[src/rtl/sbta_pkg.sv]
// Types and constants shared by the shared buffer threshold admission core.
`timescale 1ns / 1ps
package sbta_pkg;

  localparam int unsigned PORT_W  = 3;
  localparam int unsigned QLEN_W  = 17;
  localparam int unsigned CNT_W   = 16;
  localparam int unsigned TIME_W  = 48;
  localparam int unsigned TMO_W   = 24;
  localparam int unsigned CFG_W   = 24;
  localparam int unsigned UCNT_W  = 4;

  localparam logic [CNT_W-1:0] CNT_MAX = '1;

  // Register reset values
  localparam logic [15:0] RST_BUFFER_SIZE   = 16'd1024;
  localparam logic [15:0] RST_ALPHA_Q8      = 16'd256;
  localparam logic [23:0] RST_QUIET_TMO     = 24'd1000;
  localparam logic [23:0] RST_UNCTRL_TMO    = 24'd10000;
  localparam logic [15:0] RST_DRAIN_LIMIT   = 16'd3;
  localparam logic [15:0] RST_ACCEPT_LIMIT  = 16'd2;

  typedef enum logic [2:0] {
    CFG_BUFFER_SIZE  = 3'd0,
    CFG_ALPHA_Q8     = 3'd1,
    CFG_QUIET_TMO    = 3'd2,
    CFG_UNCTRL_TMO   = 3'd3,
    CFG_DRAIN_LIMIT  = 3'd4,
    CFG_ACCEPT_LIMIT = 3'd5
  } cfg_idx_e;

  typedef enum logic [1:0] {
    OP_ENQUEUE = 2'd0,
    OP_DEQUEUE = 2'd1,
    OP_TICK    = 2'd2
  } op_e;

  typedef enum logic [2:0] {
    ST_ACCEPTED    = 3'd0,
    ST_THRESH_DROP = 3'd1,
    ST_OVFL_DROP   = 3'd2,
    ST_DEQUEUED    = 3'd3,
    ST_EMPTY       = 3'd4,
    ST_TICK        = 3'd5
  } status_e;

  typedef struct packed {
    op_e               operation;
    logic [PORT_W-1:0] port;
  } req_t;

  typedef struct packed {
    status_e           status;
    logic [QLEN_W-1:0] queue_length;
    logic [QLEN_W-1:0] total_occupancy;
    logic              port_uncontrolled;
    logic [UCNT_W-1:0] uncontrolled_ports;
  } rsp_t;

endpackage

[src/rtl/sbta_stream_if.sv]
// Valid/ready channel carrying one request or one result.
`timescale 1ns / 1ps
interface sbta_stream_if #(
  parameter type payload_t = logic
) ();
  logic     valid;
  logic     ready;
  payload_t payload;

  modport source (output valid, output payload, input ready);
  modport sink   (input valid, input payload, output ready);
endinterface

[src/rtl/shared_buffer_threshold_admission_core.sv]
// Top level of the shared buffer threshold admission core.
`timescale 1ns / 1ps
// Admission control for a shared packet buffer of up to eight ports.
// Requests arrive on in_i (operation and port) and each one gives exactly
// one result on out_o: a status, the addressed port's queue length, the
// total occupancy, whether the port is uncontrolled and how many ports are.
// A request is registered at the input, evaluated and applied to the
// per-port state once the output register is free or being read, and
// its result is held in an output register, from which the receiver
// takes it. One request is taken every cycle while the receiver does not
// stall; the throughput is set by the read-modify-write of the per-port
// registers.
// When the receiver stalls, the result stays in the output register and one
// further request may wait in the input register; the block then holds
// ready low until the result is taken.
// Reset clears all queue lengths, counters, start times and the time base,
// returns every port to controlled and loads the register defaults.
// Configuration writes on cfg_we_i take effect at once; the user must make
// them only while no request is in flight, as the block does not enforce it.
module shared_buffer_threshold_admission_core #(
  parameter int NUM_PORTS = 8
) (
  input  logic                        clk_i,
  input  logic                        rst_ni,
  input  logic                        cfg_we_i,
  input  sbta_pkg::cfg_idx_e          cfg_idx_i,
  input  logic [sbta_pkg::CFG_W-1:0]  cfg_wdata_i,
  sbta_stream_if.sink                 in_i,
  sbta_stream_if.source               out_o
);
  import sbta_pkg::*;

  // Only ports reachable through the port field get state of their own.
  localparam int MaxAddr  = 2 ** PORT_W;
  localparam int NumSlots = (NUM_PORTS < MaxAddr) ? NUM_PORTS : MaxAddr;
  localparam int IdxW     = $clog2(NumSlots);
  localparam int UW       = $clog2(NumSlots + 1);

  // Configuration registers
  logic [15:0]      buffer_size_q, alpha_q8_q, drain_limit_q, accept_limit_q;
  logic [TMO_W-1:0] quiet_tmo_q, unctrl_tmo_q;

  // Per-port and global state
  logic [QLEN_W-1:0] qlen_q       [NumSlots];
  logic [CNT_W-1:0]  drain_q      [NumSlots];
  logic [CNT_W-1:0]  accept_q     [NumSlots];
  logic [TIME_W-1:0] quiet_st_q   [NumSlots];
  logic [TIME_W-1:0] unctrl_st_q  [NumSlots];
  logic [NumSlots-1:0] flag_q;
  logic [QLEN_W-1:0] occ_q;
  logic [TIME_W-1:0] now_q;
  logic [UW-1:0]     unc_total_q;

  // Pipeline registers
  logic  in_vld_q, out_vld_q;
  req_t  in_data_q;
  rsp_t  out_data_q, rsp_d;
  logic  advance;

  assign advance     = in_vld_q && (!out_vld_q || out_o.ready);
  assign in_i.ready  = !in_vld_q || advance;
  assign out_o.valid = out_vld_q;
  assign out_o.payload = out_data_q;

  always_ff @(posedge clk_i or negedge rst_ni) begin
    if (!rst_ni) begin
      buffer_size_q  <= RST_BUFFER_SIZE;
      alpha_q8_q     <= RST_ALPHA_Q8;
      quiet_tmo_q    <= RST_QUIET_TMO;
      unctrl_tmo_q   <= RST_UNCTRL_TMO;
      drain_limit_q  <= RST_DRAIN_LIMIT;
      accept_limit_q <= RST_ACCEPT_LIMIT;
    end else if (cfg_we_i) begin
      case (cfg_idx_i)
        CFG_BUFFER_SIZE:  buffer_size_q  <= cfg_wdata_i[15:0];
        CFG_ALPHA_Q8:     alpha_q8_q     <= cfg_wdata_i[15:0];
        CFG_QUIET_TMO:    quiet_tmo_q    <= cfg_wdata_i;
        CFG_UNCTRL_TMO:   unctrl_tmo_q   <= cfg_wdata_i;
        CFG_DRAIN_LIMIT:  drain_limit_q  <= cfg_wdata_i[15:0];
        CFG_ACCEPT_LIMIT: accept_limit_q <= cfg_wdata_i[15:0];
        default: ;
      endcase
    end
  end

  // Input register: holds one request until it can be evaluated.
  always_ff @(posedge clk_i or negedge rst_ni) begin
    if (!rst_ni) begin
      in_vld_q <= 1'b0;
    end else if (in_i.ready) begin
      in_vld_q <= in_i.valid;
    end
  end

  always_ff @(posedge clk_i) begin
    if (in_i.ready && in_i.valid) begin
      in_data_q <= in_i.payload;
    end
  end

  // Evaluation of the registered request.
  logic [IdxW-1:0]   idx;
  logic              hit, is_enq, is_deq, port_op, upd, ovfl;
  logic [QLEN_W-1:0] q;
  logic [CNT_W-1:0]  dc, ac, dc_t, ac_t, dc_inc, ac_inc;
  logic              fl, fl_t, quiet_exp, unc_exp, over;
  logic [TIME_W-1:0] qs, us, el_quiet, el_unc;
  logic [UW-1:0]     total_t;

  logic [QLEN_W-1:0] q_n, occ_n;
  logic [CNT_W-1:0]  dc_n, ac_n;
  logic              fl_n;
  logic [TIME_W-1:0] qs_n, us_n;
  logic [UW-1:0]     total_n;
  status_e           status;

  assign idx     = in_data_q.port[IdxW-1:0];
  assign hit     = 32'(in_data_q.port) < 32'(NUM_PORTS);
  assign is_enq  = (in_data_q.operation == OP_ENQUEUE);
  assign is_deq  = (in_data_q.operation == OP_DEQUEUE);
  assign port_op = hit && (is_enq || is_deq);
  assign upd     = advance && port_op;

  assign q  = qlen_q[idx];
  assign dc = drain_q[idx];
  assign ac = accept_q[idx];
  assign fl = flag_q[idx];
  assign qs = quiet_st_q[idx];
  assign us = unctrl_st_q[idx];

  // Timeouts are checked before the request itself is applied. Elapsed
  // times wrap with the 48-bit time base.
  assign el_quiet  = now_q - qs;
  assign el_unc    = now_q - us;
  assign quiet_exp = !fl && (el_quiet >= TIME_W'(quiet_tmo_q));
  assign unc_exp   = fl && (el_unc >= TIME_W'(unctrl_tmo_q));
  assign fl_t      = fl && !unc_exp;
  assign dc_t      = (quiet_exp || unc_exp) ? '0 : dc;
  assign ac_t      = (quiet_exp || unc_exp) ? '0 : ac;
  assign total_t   = (unc_exp && unc_total_q != '0) ? unc_total_q - 1'b1 : unc_total_q;

  assign ac_inc = (ac_t == CNT_MAX) ? ac_t : ac_t + 1'b1;
  assign dc_inc = (dc_t == CNT_MAX) ? dc_t : dc_t + 1'b1;
  assign ovfl   = occ_q > {1'b0, buffer_size_q};

  sbta_threshold #(
    .UW (UW)
  ) u_threshold (
    .queue_len_i    (q),
    .occupancy_i    (occ_q),
    .uncontrolled_i (fl_t),
    .unc_total_i    (total_t),
    .buffer_size_i  (buffer_size_q),
    .alpha_q8_i     (alpha_q8_q),
    .over_o         (over)
  );

  always_comb begin
    fl_n    = fl_t;
    dc_n    = dc_t;
    ac_n    = ac_t;
    qs_n    = (quiet_exp || unc_exp) ? now_q : qs;
    us_n    = us;
    q_n     = q;
    occ_n   = occ_q;
    total_n = unc_total_q;
    status  = ST_TICK;
    case (in_data_q.operation)
      OP_ENQUEUE: begin
        if (!hit) begin
          status = ST_THRESH_DROP;
        end else begin
          total_n = total_t;
          if (ovfl) begin
            // Overflow sends every port back to controlled.
            status  = ST_OVFL_DROP;
            total_n = '0;
            if (fl_t) begin
              fl_n = 1'b0;
              dc_n = '0;
              ac_n = '0;
              qs_n = now_q;
            end
          end else if (over) begin
            status = ST_THRESH_DROP;
            dc_n   = '0;
            ac_n   = '0;
          end else begin
            status = ST_ACCEPTED;
            q_n    = q + 1'b1;
            occ_n  = occ_q + 1'b1;
            dc_n   = '0;
            if (!fl_t) begin
              if (ac_inc >= accept_limit_q) begin
                fl_n    = 1'b1;
                us_n    = now_q;
                qs_n    = now_q;
                ac_n    = '0;
                total_n = total_t + 1'b1;
              end else begin
                ac_n = ac_inc;
              end
            end
          end
        end
      end
      OP_DEQUEUE: begin
        status = ST_EMPTY;
        if (hit) begin
          total_n = total_t;
          if (q != '0) begin
            status = ST_DEQUEUED;
            q_n    = q - 1'b1;
            occ_n  = (occ_q != '0) ? occ_q - 1'b1 : occ_q;
            dc_n   = dc_inc;
            if (fl_t) begin
              if (dc_inc >= drain_limit_q) begin
                fl_n    = 1'b0;
                dc_n    = '0;
                ac_n    = '0;
                qs_n    = now_q;
                total_n = (total_t != '0) ? total_t - 1'b1 : total_t;
              end
            end else if (ac_t != '0) begin
              ac_n = ac_t - 1'b1;
            end
          end
        end
      end
      default: begin
        status = ST_TICK;
      end
    endcase
  end

  always_comb begin
    rsp_d.status             = status;
    rsp_d.queue_length       = port_op ? q_n : '0;
    rsp_d.total_occupancy    = occ_n;
    rsp_d.port_uncontrolled  = port_op && fl_n;
    rsp_d.uncontrolled_ports = UCNT_W'(total_n);
  end

  // State update
  always_ff @(posedge clk_i or negedge rst_ni) begin
    if (!rst_ni) begin
      for (int i = 0; i < NumSlots; i++) begin
        qlen_q[i]      <= '0;
        drain_q[i]     <= '0;
        accept_q[i]    <= '0;
        quiet_st_q[i]  <= '0;
        unctrl_st_q[i] <= '0;
      end
      flag_q      <= '0;
      occ_q       <= '0;
      now_q       <= '0;
      unc_total_q <= '0;
    end else if (advance) begin
      if (!is_enq && !is_deq) begin
        now_q <= now_q + 1'b1;
      end
      if (upd) begin
        occ_q       <= occ_n;
        unc_total_q <= total_n;
      end
      for (int i = 0; i < NumSlots; i++) begin
        if (upd && IdxW'(i) == idx) begin
          qlen_q[i]      <= q_n;
          drain_q[i]     <= dc_n;
          accept_q[i]    <= ac_n;
          flag_q[i]      <= fl_n;
          quiet_st_q[i]  <= qs_n;
          unctrl_st_q[i] <= us_n;
        end else if (upd && is_enq && ovfl && flag_q[i]) begin
          flag_q[i]     <= 1'b0;
          drain_q[i]    <= '0;
          accept_q[i]   <= '0;
          quiet_st_q[i] <= now_q;
        end
      end
    end
  end

  // Output register
  always_ff @(posedge clk_i or negedge rst_ni) begin
    if (!rst_ni) begin
      out_vld_q <= 1'b0;
    end else if (advance) begin
      out_vld_q <= 1'b1;
    end else if (out_o.ready) begin
      out_vld_q <= 1'b0;
    end
  end

  always_ff @(posedge clk_i) begin
    if (advance) begin
      out_data_q <= rsp_d;
    end
  end

  // The running count of uncontrolled ports always matches the flags.
  a_unc_count : assert property (@(posedge clk_i) disable iff (!rst_ni)
    int'(unc_total_q) == $countones(flag_q))
    else $error("uncontrolled port count out of step with port flags");

  // An overflow drop leaves no port uncontrolled.
  a_ovfl_clear : assert property (@(posedge clk_i) disable iff (!rst_ni)
    (advance && status == ST_OVFL_DROP) |=> (flag_q == '0))
    else $error("port still uncontrolled after overflow drop");

  // A tick advances the time base by exactly one.
  a_tick : assert property (@(posedge clk_i) disable iff (!rst_ni)
    (advance && !is_enq && !is_deq) |=> (now_q == $past(now_q) + 1'b1))
    else $error("time base did not advance on tick");

endmodule

[src/rtl/sbta_threshold.sv]
// Dynamic threshold test for one port, controlled or uncontrolled.
`timescale 1ns / 1ps
module sbta_threshold #(
  parameter int unsigned UW = 4
) (
  input  logic [sbta_pkg::QLEN_W-1:0] queue_len_i,
  input  logic [sbta_pkg::QLEN_W-1:0] occupancy_i,
  input  logic                        uncontrolled_i,
  input  logic [UW-1:0]               unc_total_i,
  input  logic [15:0]                 buffer_size_i,
  input  logic [15:0]                 alpha_q8_i,
  output logic                        over_o
);
  import sbta_pkg::*;

  localparam int unsigned UPW = QLEN_W + UW;

  logic [15:0]     room;
  logic [31:0]     limit;
  logic [31:0]     scaled_len;
  logic [UPW-1:0]  share;

  // Room left in the buffer; none once occupancy reaches the capacity.
  assign room       = (occupancy_i < {1'b0, buffer_size_i}) ?
                      (buffer_size_i - occupancy_i[15:0]) : 16'd0;
  assign limit      = alpha_q8_i * room;
  assign scaled_len = {7'd0, queue_len_i, 8'd0};
  assign share      = UPW'(queue_len_i) * UPW'(unc_total_i);

  always_comb begin
    if (uncontrolled_i) begin
      over_o = (unc_total_i != '0) && (share > UPW'(buffer_size_i));
    end else begin
      over_o = scaled_len > limit;
    end
  end

endmodule
[src/flat_wrapper.sv]
// flat-port wrapper written by rule: the top's interface ports become plain ports
module shared_buffer_threshold_admission_core_flat import sbta_pkg::*;
#(
  parameter int NUM_PORTS = 8
)
  (clk_i, rst_ni, cfg_we_i, cfg_idx_i, cfg_wdata_i, in_i_valid, in_i_payload, in_i_ready, out_o_valid, out_o_payload, out_o_ready);
  sbta_stream_if in_i_i ();
  sbta_stream_if out_o_i ();
  input  logic clk_i;
  input  logic rst_ni;
  input  logic cfg_we_i;
  input  sbta_pkg::cfg_idx_e cfg_idx_i;
  input  logic [sbta_pkg::CFG_W-1:0] cfg_wdata_i;
  input wire logic [$bits(in_i_i.valid)-1:0] in_i_valid;
  input wire logic [$bits(in_i_i.payload)-1:0] in_i_payload;
  output wire logic [$bits(in_i_i.ready)-1:0] in_i_ready;
  output wire logic [$bits(out_o_i.valid)-1:0] out_o_valid;
  output wire logic [$bits(out_o_i.payload)-1:0] out_o_payload;
  input wire logic [$bits(out_o_i.ready)-1:0] out_o_ready;
  assign in_i_i.valid = in_i_valid;
  assign in_i_i.payload = in_i_payload;
  assign in_i_ready = in_i_i.ready;
  assign out_o_valid = out_o_i.valid;
  assign out_o_payload = out_o_i.payload;
  assign out_o_i.ready = out_o_ready;
  shared_buffer_threshold_admission_core #(.NUM_PORTS(NUM_PORTS)) u_core (.clk_i(clk_i), .rst_ni(rst_ni), .cfg_we_i(cfg_we_i), .cfg_idx_i(cfg_idx_i), .cfg_wdata_i(cfg_wdata_i), .in_i(in_i_i), .out_o(out_o_i));
endmodule
[config.mk]
export PLATFORM = sky130hd
export DESIGN_NAME = shared_buffer_threshold_admission_core_flat
export DESIGN_NICKNAME = d
export VERILOG_FILES = /design/src/rtl/sbta_pkg.sv /design/src/rtl/sbta_stream_if.sv /design/src/rtl/shared_buffer_threshold_admission_core.sv /design/src/rtl/sbta_threshold.sv /design/src/flat_wrapper.sv
export SDC_FILE = /design/constraint.sdc
export NUM_CORES = 2
export LEC_CHECK = 0
export ABC_CLOCK_PERIOD_IN_PS = 29600
export CAP_MARGIN = 10
export CORE_UTILIZATION = 40
export CTS_CLUSTER_DIAMETER = 200
export DETAILED_ROUTE_END_ITERATION = 16
export DONT_BUFFER_PORTS = 1
export PLACE_DENSITY = 0.55
export SETUP_SLACK_MARGIN = 0.02
export SLEW_MARGIN = 20
export SYNTH_ARGS = -nofsm -noshare
export SYNTH_HDL_FRONTEND = slang
export SYNTH_SLANG_ARGS = --single-unit
[constraint.sdc]
create_clock -name clk_i -period 29.6 [get_ports clk_i]
set_input_delay 0 -clock clk_i [delete_from_list [all_inputs] [get_ports clk_i]]
set_output_delay 0 -clock clk_i [all_outputs]
set_load 0.02 [all_outputs]
# Yosys cells after proc, flatten, opt, wreduce, memory -nomap -nowiden
# Cells that the tools add are included.
[totals] register_bits=771 inputBits=33 out_inout_bits=3 wordCells=190
[op_classes] add_sub_neg=8 multipliers=2 order_cmp=9 eq_ne=5 muxes=76 bitwise=3 n_reduce_logical=48
[op_table] op="48-bit two-way mux" count=24
[op_table] op="16-bit two-way mux" count=20
[op_table] op="48-bit binary-select mux with 3-bit select" count=2
[op_table] op="48-bit by 24-bit greater-or-equal comparator with 1-bit output" count=2
[op_table] op="1-bit by 48-bit subtractor with 48-bit output, first input constant" count=2
[op_table] op="17-bit two-way mux" count=4
[op_table] op="17-bit binary-select mux with 3-bit select" count=1
[op_table] op="16-bit binary-select mux with 3-bit select" count=1
[op_table] op="17-bit by 1-bit adder with 17-bit output, second input constant" count=2
[op_table] op="25-bit by 32-bit greater-than comparator with 1-bit output" count=1
[op_table] op="16-bit by 16-bit multiplier with 32-bit output" count=1
[op_table] op="2-bit AND reduction" count=15
[op_table] op="21-bit by 16-bit greater-than comparator with 1-bit output" count=1
[op_table] op="17-bit by 4-bit multiplier with 21-bit output" count=1
[op_table] op="4-bit two-way mux" count=5
[op_table] op="1-bit two-way mux" count=19
[op_table] op="1-bit logical AND" count=18
[op_table] op="17-bit by 16-bit greater-than comparator with 1-bit output" count=1
[op_table] op="17-bit by 16-bit < comparator with 1-bit output" count=1
[op_table] op="16-bit by 1-bit adder with 16-bit output, second input constant" count=1
[op_table] op="16-bit == test, second input constant" count=1
[op_table] op="16-bit greater-or-equal comparator" count=1
[op_table] op="16-bit subtractor" count=1
[op_table] op="4-bit nonzero test" count=2
[op_table] op="14 further kinds" count=24

# Depth between registers and ports, before layout
[logic_depth] depth_word=17 depth_mapped=66 ltp_nobuf=53

# Modules after synthesis
# Synthesis repeated with hierarchy kept, for this count alone.
[hier_totals] cells_unflattened=3689 area_unflattened_um2=34259.1
[modules_own_cells] mod="shared_buffer_threshold_admission_core" n_inst=1 cells_per_inst=2181 area_per_inst_um2=21759.6 seq_area_each_um2=9561.7
[modules_own_cells] mod="sbta_threshold" n_inst=1 cells_per_inst=1508 area_per_inst_um2=12499.5 seq_area_each_um2=0.0

# Least setup slack after synthesis
# Ideal clock, no wire load.
[synth_path] path_type="register -> register" start="register u_core.in_data_q, in the netlist u_core.idx[0]" end="register u_core.occ_q[15]" arrival_time_ns=13.276 setup_slack_ns=16.245 stages_incl_launch_ff=66 n_path_buf=20 cell_sequence="edfxtp_1 > buf_4 > buf_4 > buf_4 > buf_2 > buf_4 > buf_2 > buf_2 > buf_2 > buf_2 > buf_2 > buf_2 > buf_2 > clkbuf_1 > clkbuf_1 > buf_2 > clkbuf_1 > mux2i_1 > (+30 left out) > o21ai_0 > a21oi_1 > nor2b_1 > o21ai_0 > a21boi_0 > ha_1 > a211o_1 > a2111oi_0 > o21ai_0 > o221ai_1 > nand4_1 > a2111oi_4 > a32oi_4 > and2_4 > buf_6 > buf_4 > nor3b_2 > xor2_1"
[synth_between] elab_chain_len=15
[synth_rtl] element="from (decl)" line="shared_buffer_threshold_admission_core.sv:56" source="req_t in_data_q;"
[synth_rtl] element="from (signal assigned)" line="shared_buffer_threshold_admission_core.sv:97" source="in_data_q <= in_i.payload;"
[synth_rtl] element="1-bit NOT with 4-bit output (not written as such)" line="shared_buffer_threshold_admission_core.sv:124, shared_buffer_threshold_admission_core.sv:129"
[synth_rtl] element="48-bit binary-select mux with 3-bit select" line="shared_buffer_threshold_admission_core.sv:129" source="assign us = unctrl_st_q[idx];"
[synth_rtl] element="48-bit two-way mux (not written as such) (2 in series)" line="shared_buffer_threshold_admission_core.sv:129"
[synth_rtl] element="1-bit by 48-bit subtractor with 48-bit output" line="shared_buffer_threshold_admission_core.sv:134" source="assign el_unc = now_q - us;"
[synth_rtl] element="48-bit by 24-bit greater-or-equal comparator with 1-bit output" line="shared_buffer_threshold_admission_core.sv:136" source="assign unc_exp = fl && (el_unc >= TIME_W'(unctrl_tmo_q));"
[synth_rtl] element="1-bit logical AND" line="shared_buffer_threshold_admission_core.sv:136"
[synth_rtl] element="1-bit logical AND" line="shared_buffer_threshold_admission_core.sv:140" source="assign total_t = (unc_exp && unc_total_q != '0) ? unc_total_q - 1'b1 : unc_total_q;"
[synth_rtl] element="4-bit two-way mux" line="shared_buffer_threshold_admission_core.sv:140"
[synth_rtl] element="17-bit by 4-bit multiplier with 21-bit output" line="sbta_threshold.sv:28" source="assign share = UPW'(queue_len_i) * UPW'(unc_total_i);"
[synth_rtl] element="21-bit by 16-bit greater-than comparator with 1-bit output" line="sbta_threshold.sv:32" source="over_o = (unc_total_i != '0) && (share > UPW'(buffer_size_i));"
[synth_rtl] element="1-bit logical AND" line="sbta_threshold.sv:32"
[synth_rtl] element="1-bit two-way mux (*)" line="sbta_threshold.sv:31" source="if (uncontrolled_i) begin"
[synth_rtl] element="1-bit NOT (no line) (*)"
[synth_rtl] element="3-bit AND reduction (no line) (*)"
[synth_rtl] element="to (signal assigned)" line="shared_buffer_threshold_admission_core.sv:263" source="occ_q <= occ_n;"
[synth_rtl] element="to (decl)" line="shared_buffer_threshold_admission_core.sv:50" source="logic [QLEN_W-1:0] occ_q;"
# Mark *: on every way between the ends. The rest lies on a longest branch, timed or not. The select of a mux whose other input is x is not followed.
# A chain may end at the register's enable or synchronous reset.

# Worst setup path in the final report
[layout_path] start="register u_core.in_data_q, in the netlist u_core.idx[0]" end="register u_core.occ_q[1]"
# Same word-level chain as after synthesis.

==> impl_metrics.yaml <==
run_status:
  status: "complete, but fails checks"
  violations: "hold timing"
place:
  gp_congestion: 0.895
  dp_hpwl_mm: 64.3
  portBuffers: 0
clock_tree:
  clk_latency_ns: 0.60
  cts_tree: "built"
  htreeDepth: 2
  clk_pin_slew_ns: 0.06
  post-cts-setup-buffers: 0
  cts-root-buf: "clkbuf_16"
  post_cts_resized: 0
  clock_path_buffers: 3
  holdBufCountCts: 80
  clock-sinks: 381
  numCtsBuffers: 47
timing:
  fin_skew_ns: 0.0365
  final_hold_viol_count: 22
  post-route-period-util_pct: 44.9
  rsz0062_at_grt: "no"
  max_freq_ghz: 0.0753
  setup_viol: 0
  tightest_slew_ns: 1.11
  fin_setup_tns_ns: 0
  fin_hold_ws_ns: -0.0417
  finalCriticalPeriod_ns: 13.28
  slew_viol_final: 0
  relSlewSlack_pct: 26.0
route:
  ant_nets: 0
  num_vias: 25200
  drcViolationCount: 0
  wirelength_mm: 88.4
  drt_iter0_markers: 1451
  via_per_inst: 5.31
  detail_route.wl_per_cell_um: 18.6
  first_pass_iters: 5
yosys:
  synth_top_cell_by_area: "dfrtp_1"
  syn_nets: 4111
  synthCells: 3588
  synth-main-ff-cell: "dfrtp_1"
  synth.area.top_cells: "dfrtp_1, fa_1, ha_1"
  synth_edf_count: 2
  syn-mean-instance-area_um2: 9.22
  synth-seq-area-share_pct: 28.9
  yosys.cell_types.count: 96
  yosys_warnings: 0
  yosysTopAreaCellShare_pct: 27.6
  yosys_register_bits: 381
  syn_area_um2: 33100
  async_flop_share_pct: 99.5
setup_path:
  endpoint_kind: "flop"
  crit_top_cell: "o21ai_0"
  r2r-start: "u_core.idx[0]$_DFFE_PP_"
  worst-path-max-fanout: 70
  startpoint_type: "flop"
  crit_path_max_incr_delay_ns: 0.68
  worstSetupPathType: "flop to flop"
  worstPathArrival_ns: 13.73
  ff2ff_setup_slack_ns: 16.32
  crit_required_ns: 30.05
  worstReg2RegEnd: "u_core.occ_q[1]$_DFFE_PN0P_"
  crit_path_top_delay_cell: "buf_4"
  worst-r2r-cell-count: 44
floorplan:
  rows: 105
  die_area_um2: 83900
  ioPinCount: 36
  core_area_um2: 82000
  die_w_um: 290
  initial_core_util_pct: 40.4
  dieHeight_um: 290
grt:
  grt_max_degree: 380
  grt_remaining_overflow: 0
  grt_pass1_wl_mm: 143
  grt_usage_pct: 21.6
  grt_pass1_vias: 25400
  grt_antenna_before_repair: 6
finish:
  fillers: 8013
  syn_to_final_growth_pct: 11.1
  drive_gt1_share_pct: 7.64
  final_nets: 4161
job:
  drv_cap: 0
hold_path:
  hp-class: "input pin to async pin"
## cells in the final DEF, fill, tap and decap left out, types with 31 or more instances in the layout
master,count
a21oi_1,103
nand2_1,346
mux2_2,78
ha_1,265
nor2_1,204
mux2i_1,113
nand2b_1,31
a21o_1,47
inv_1,436
o21ai_0,173
nand4_1,34
clkbuf_16,48
nor3_1,84
and2_1,273
buf_4,48
xor2_1,75
nand3_1,76
fa_1,225
dfrtp_1,365
xnor2_1,92
dlygate4sd3_1,79
## Yosys cell counts, types with 31 or more instances
| master | n |
|---|---|
| inv_1 | 436 |
| dfrtp_1 | 365 |
| nand2_1 | 348 |
| and2_1 | 273 |
| ha_1 | 265 |
| fa_1 | 225 |
| nor2_1 | 206 |
| o21ai_0 | 173 |
| mux2i_1 | 113 |
| a21oi_1 | 105 |
| clkbuf_1 | 95 |
| xnor2_1 | 92 |
| nor3_1 | 85 |
| mux2_2 | 78 |
| nand3_1 | 76 |
| xor2_1 | 75 |
| a21o_1 | 47 |
| nand4_1 | 34 |
| nand2b_1 | 31 |
## metrics by stage
stage / instance area (µm²) / hold WS, ns / instances / util [%] / setup WS [ns]
2_1_floorplan: 33100 / -0.296 / 3588 / - / 16.25
3_3_place_gp: 34300 / -0.287 / 4576 / 41.8 / 16.56
3_5_place_dp: 34300 / -0.281 / 4576 / 41.8 / 16.40
4_1_cts: 36700 / 0.0633 / 4743 / 44.8 / 16.38
5_1_grt: 36800 / 0.0171 / 4746 / 44.9 / 15.55
6_report: 36800 / -0.0417 / 4747 / 44.9 / 16.32
## worst max-delay path: cells and delay by family, from the launching register on
| kind | cells | cell delay [ns] |
|---|---|---|
| AND/OR/NAND/NOR | 13 | 3.63 |
| adder cells (fa/ha/maj) | 5 | 2.16 |
| multiplexers | 1 | 0.31 |
| AO/OA/AOI/OAI | 21 | 5.02 |
| flip-flops | 1 | 0.58 |
| XOR/XNOR | 1 | 0.18 |
| buffers and inverters | 3 | 1.19 |
## state kept, by name (all words and copies together) (netlist names), 17 cells and up
name                 cells
u_core.quiet_st_q       96
u_core.unctrl_st_q      96
u_core.qlen_q           34
u_core.accept_q         32
u_core.quiet_tmo_q      24
u_core.unctrl_tmo_q     24
u_core.occ_q            17
## worst max path at each step
stage,startpoint,to,slack (ns),cells past startpoint
after detailed placement,u_core.occ_q[12]$_DFFE_PN0P_,u_core.quiet_st_q[344]$_DFFE_PN0P_,16.40,46
after CTS,u_core.idx[0]$_DFFE_PP_,u_core.occ_q[1]$_DFFE_PN0P_,16.38,44
final,u_core.idx[0]$_DFFE_PP_,u_core.occ_q[1]$_DFFE_PN0P_,16.32,44
after global placement,u_core.occ_q[12]$_DFFE_PN0P_,u_core.quiet_st_q[326]$_DFFE_PN0P_,16.56,46
after floorplan,u_core.idx[0]$_DFFE_PP_,u_core.occ_q[15]$_DFFE_PN0P_,16.25,65
after global routing,u_core.idx[0]$_DFFE_PP_,u_core.qlen_q[109]$_DFFE_PN0P_,15.55,45
## layout make-up
class,instances,area (µm²),share of cell area (%)
sequential,381,9560,26.0
clock inverter,18,231,0.629
inverter,436,1640,4.45
antenna,1,2.50,0.00680
tap,1070,1340,3.64
timing repair buffer,132,1260,3.44
clock buffer,69,1380,3.75
multi-input combinational,2640,21400,58.1
## metal layers
layer  global-route usage [%]  share of wire, %
met5                        0             0.045
met4                     6.10               2.6
met3                     2.55               4.1
met2                     34.9                46
met1                     30.3                48
## kinds of logic after synthesis
logic type / synth area share [%]
DFF: 28.9
adders and majority gates: 23.6
muxes: 6.11
and+or+nand+nor: 19.9
AOI/OAI and AO/OA: 10.4
xor gates and xnor gates: 4.42
buffers and inverters: 6.64
Power is left out: the tool's default activity adds up to more than one toggle a clock period on the data nets, which glitch-free logic cannot reach.
